==> src/design/tcce_pkg.sv <==
// ----------------------------------------------------------------------------
// tcce_pkg
// shared constants, opcodes and sideband types for the text console engine
// ----------------------------------------------------------------------------
package tcce_pkg;

    localparam int DEF_MAX_COLUMNS   = 128;
    localparam int DEF_MAX_ROWS      = 64;
    localparam int DEF_HISTORY_LINES = 256;

    localparam logic [15:0] BLANK_CELL = 16'h0020;
    localparam logic [7:0]  PUT_ATTR   = 8'h0F;
    localparam logic [8:0]  VIEW_STEP  = 9'd3;

    localparam logic [7:0] CH_NL    = 8'd10;
    localparam logic [7:0] CH_CR    = 8'd13;
    localparam logic [7:0] CH_BS    = 8'd8;
    localparam logic [7:0] CH_TAB   = 8'd9;
    localparam logic [7:0] CH_SPACE = 8'd32;
    localparam logic [7:0] CH_DEL   = 8'd127;

    typedef enum logic [2:0] {
        OP_PUT   = 3'd0,
        OP_WRITE = 3'd1,
        OP_READ  = 3'd2,
        OP_CURS  = 3'd3,
        OP_CLEAR = 3'd4,
        OP_VUP   = 3'd5,
        OP_VDN   = 3'd6,
        OP_VREAD = 3'd7
    } opcode_t;

    localparam logic [2:0] REG_COLS  = 3'd0;
    localparam logic [2:0] REG_ROWS  = 3'd1;
    localparam logic [2:0] REG_REN   = 3'd2;
    localparam logic [2:0] REG_LEFT  = 3'd3;
    localparam logic [2:0] REG_TOP   = 3'd4;
    localparam logic [2:0] REG_WIDTH = 3'd5;
    localparam logic [2:0] REG_HGT   = 3'd6;

    // clearing pass status handed from the sweeper to the top level
    typedef struct packed {
        logic busy;
        logic done;
    } clr_stat_t;

endpackage

==> src/design/tcce_sweep.sv <==
// ----------------------------------------------------------------------------
// tcce_sweep
// address counter for the clearing pass over cell and history memories
// ----------------------------------------------------------------------------
module tcce_sweep #(
    parameter int AW = 15
) (
    input  logic                    clk,
    input  logic                    rst_n,
    input  logic                    start,
    output logic [AW-1:0]           addr,
    output tcce_pkg::clr_stat_t     stat
);
    import tcce_pkg::*;

    logic [AW-1:0] cnt_reg;
    logic          busy_reg;
    logic          done_reg;

    // sweep every address once, starting after reset or on request
    always_ff @(posedge clk or negedge rst_n)
    begin
        if (!rst_n)
        begin
            cnt_reg  <= '0;
            busy_reg <= 1'b1;
            done_reg <= 1'b0;
        end
        else
        begin
            done_reg <= 1'b0;
            if (start)
            begin
                cnt_reg  <= '0;
                busy_reg <= 1'b1;
            end
            else if (busy_reg)
            begin
                cnt_reg <= cnt_reg + 1'b1;
                if (&cnt_reg)
                begin
                    busy_reg <= 1'b0;
                    done_reg <= 1'b1;
                end
            end
        end
    end

    assign addr      = cnt_reg;
    assign stat.busy = busy_reg;
    assign stat.done = done_reg;

`ifndef SYNTH
    // a finished pass drops busy
    a_done_idle: assert property (@(posedge clk) disable iff (!rst_n)
        stat.done |-> !stat.busy)
        else $error("sweep done while busy");
    // counter moves only while sweeping
    a_cnt_hold: assert property (@(posedge clk) disable iff (!rst_n)
        (!busy_reg && !start) |=> $stable(cnt_reg))
        else $error("sweep counter moved while idle");
    // done follows the last address
    a_done_last: assert property (@(posedge clk) disable iff (!rst_n)
        stat.done |-> (cnt_reg == '0))
        else $error("sweep done at wrong address");
`endif

endmodule

==> config.mk <==
export PLATFORM = sky130hd
export DESIGN_NAME = tcce_sweep
export DESIGN_NICKNAME = d
export VERILOG_FILES = /design/src/design/tcce_pkg.sv /design/src/design/tcce_sweep.sv
export SDC_FILE = /design/constraint.sdc
export NUM_CORES = 1
export LEC_CHECK = 0
export ABC_AREA = 0
export CORE_AREA = 10 10 49 51
export CTS_CLUSTER_SIZE = 30
export DETAILED_ROUTE_END_ITERATION = 10
export DIE_AREA = 0 0 59 61
export DONT_BUFFER_PORTS = 1
export PLACE_DENSITY_LB_ADDON = 0.08
export SLEW_MARGIN = 20
export SYNTH_ARGS = -nofsm -noshare
export SYNTH_HDL_FRONTEND = slang
export SYNTH_SLANG_ARGS = --single-unit
==> constraint.sdc <==
create_clock -name clk -period 1.95 [get_ports clk]
set_input_delay 0.0975 -clock clk [delete_from_list [all_inputs] [get_ports clk]]
set_output_delay 0.0975 -clock clk [all_outputs]
set_load 0.1 [all_outputs]
==> summary.md <==
| Metric | Value |
|---|---|
| Status | finished, final reports clean |
| Maximum Capacitance Violations | 0 |
| NumNets Final | 108 |
| Synth unique cells | 26 |
| YS warnings | 0 |
| IO Count | 20 |
| Final Hold Fails | 0 |
| Post-CTS Setup Inserts | 0 |
| Antenna violations before repair | 0 |
| Num CTS Buffers | 3 |
| Switching power total | around 170 uW |
| Hold depth | 2 |
| Largest area contributor in the netlist | dfrtp_1 |
| Post-DR vias/cell | 5.58 |
| F_max | 636 MHz |
| Power per cell area | 611 nW/um^2 |
| Clk network pwr share | 29.5% |
| Crit share post-route | 80.6% |
| Int Pwr | 454 uW |
| Final Max Slew Viols | 0 |
| Pin count of the biggest net entering global routing | 18 |
| CTS tree | yes |
| RSZ-0062 raised after global routing | no |
| Drt wl/cell | roughly 16 um |
| Mapped Cells | 85 |
| Arrival time worst endpoint | 1.74 ns |
| Top post-synthesis cells by count | dfrtp_1 (16), nor2_1 (16), xnor2_1 (9), nor4_1 (6), nand2_1 (5) |
| Final cell count without fillers | ~120 |
| Root buffer cell | clkbuf_4 |
| Reg2Reg Depth | 4 |
| Die width | a little under 60 um |
| Clock sink count | 17 |
| Worst-Margin Slew | 0.755 ns |
| Core area | 1470 um^2 |
| Relative slew slack | 49.5% |
| Crit end category | register |
| Kind of critical path | reg -> reg |
| Worst hold path type | in -> reg |
| First-pass GRT wire length | 3310 um |
| Routed wire length | approximately 1900 um |
| Drt drc | 0 |
| Maximum vdd drop | 0.508 mV |
| Layout cells sized above 1 | 32.0% |
| Gr usage total | 11.5% |
| Avg Inst Size Synth | roughly 10 um^2 |
| Reg power frac | 58.0% |
| Clk_skew | 0.00509 ns |
| Final setup viols | 0 |
| Startpoint class of the critical path | register |
| Die Height | 61 um |
| Comb pwr share | 12.4% |
| DP HPWL | 1400 um |
| Share of the synthesized area in the top cell type | 47.1% |
| Total congestion overflow | 0 |
| Number of global-route vias before repair | 692 |
| IO buf count | 0 |
| ANT cells | 0 |
| Row cnt | 14 |
| Async S/R FF share, synth | 100% |
| EDFF count, synth | 0 |
| 1st-iter DRT viols | 21 |
| Worst-Skew Late Latency | 0.28 ns |
| WP data required | 2.12 ns |
| Sw frac | 27.6% |
| Cells taking the most area after synthesis | dfrtp_1 (47%), xnor2_1 (9.3%), nor2_1 (7.1%) |
| Fin crit period | 1.57 ns |
| Clock slew at reported path FFs | 0.10 ns |
| Synth Register Bits | 17 |
| Area delta synth->final | 20.8% |
| Worst Path Max Fanout | 6 |
| Detail Route Antenna Nets | 0 |
| Longest Clk Path Bufs | 2 |
| Min Hold Slack | ~0.042 ns |
| Seq/Total Area, Yosys | between 50% and 60% |
| Drt pass-1 iters | 4 |
| H-tree depth | 1 |
| Primary FF master, synth | dfrtp_1 |
| Max FFs per register | 15 |
| Starting Density | around 58% |
| Post-Syn Area | ~850 um^2 |
| Placed cells | roughly 110 |
| Routability congestion estimate from global placement | 0.777 |
| Die Area | 3600 um^2 |
| Net Count, Synth | a little under 90 |
| Vias | 664 |
| LEAKAGE | 0.434 nW |
==> routing by layer <==
metal / vias to the layer above / global-route usage (%) / share of wire, %
met5: - / 0 / 0
met4: 0 / 3.61 / 0.63
met3: 2 / 5.22 / 11
met2: 18 / 16.8 / 47
met1: 320 / 14.8 / 42
li1: 324 / - / -
==> cell families after synthesis <==
family / Yosys count / share of synthesized area (%)
buffers and inverters: 7 / 4.27
adders and majority gates: 1 / 1.47
and+or+nand+nor: 43 / 27.4
xor gates and xnor gates: 12 / 12.4
DFF: 17 / 50.2
AOI/OAI and AO/OA: 3 / 1.77
muxes: 2 / 2.50
==> cells in the final DEF (no fill, tap or decap), types with 2 or more instances in the layout <==
master	count
dlygate4sd3_1	2
dfrtp_2	9
nand3_1	2
nand2_1	5
nor2_1	16
xnor2_1	9
nor3_1	4
nor4_1	6
xor2_1	3
nand4_1	4
buf_4	17
dfrtp_1	7
clkbuf_4	3
inv_1	2
==> final timing paths <==
path                       endpoint  slack, ns  startpoint
max                        addr[13]       0.38     addr[5]
min                        done_reg       0.04       start
min reg2reg                 addr[9]       0.59     addr[9]
min in group asynchronous   addr[8]       0.32       rst_n
max reg2reg                addr[13]       0.38     addr[5]
max in group asynchronous   addr[1]       1.11       rst_n
==> worst max-delay path, stage by stage (launching register included) <==
cell and delay, ns:
dfrtp_2 0.40, nand4_4 0.14, or2_4 0.29, nor4_2 0.28
mux2_1 0.36
==> through the flow <==
stage	setup WS (ns)	TNS (ns)	instance area (um^2)	utilization (%)	total power, mW
after floorplan	-0.112	-0.112	861	-	0.427
after global placement	0.432	0	980	66.6	0.434
after detailed placement	0.385	0	980	66.6	0.435
after CTS	0.369	0	1030	69.7	0.629
after global routing	0.283	0	1030	69.7	0.652
final	0.378	0	1030	69.7	0.627
==> cell type report <==
cell class                      count  area, um^2
Sequential cell                    17         438
Inverter                            2        7.51
Fill cell                         129         445
Tap cell                           16        20.0
Multi-Input combinational cell     61         387
Clock buffer                        4        26.3
Timing Repair Buffer               19         148
==> power by group through the flow <==
stage	sequential (mW)	combinational, mW	clock, mW
final	0.364	0.0779	0.185
after global routing	0.365	0.0835	0.203
after CTS	0.364	0.0790	0.186
after detailed placement	0.370	0.0645	0
after global placement	0.371	0.0639	0
after floorplan	0.411	0.0159	0
==> repair_timing <==
action                    CTS  global route
gates resized for setup     0             0
hold endpoints to repair   32             0
hold buffers                2             0
(Power assumes the default switching activity.)
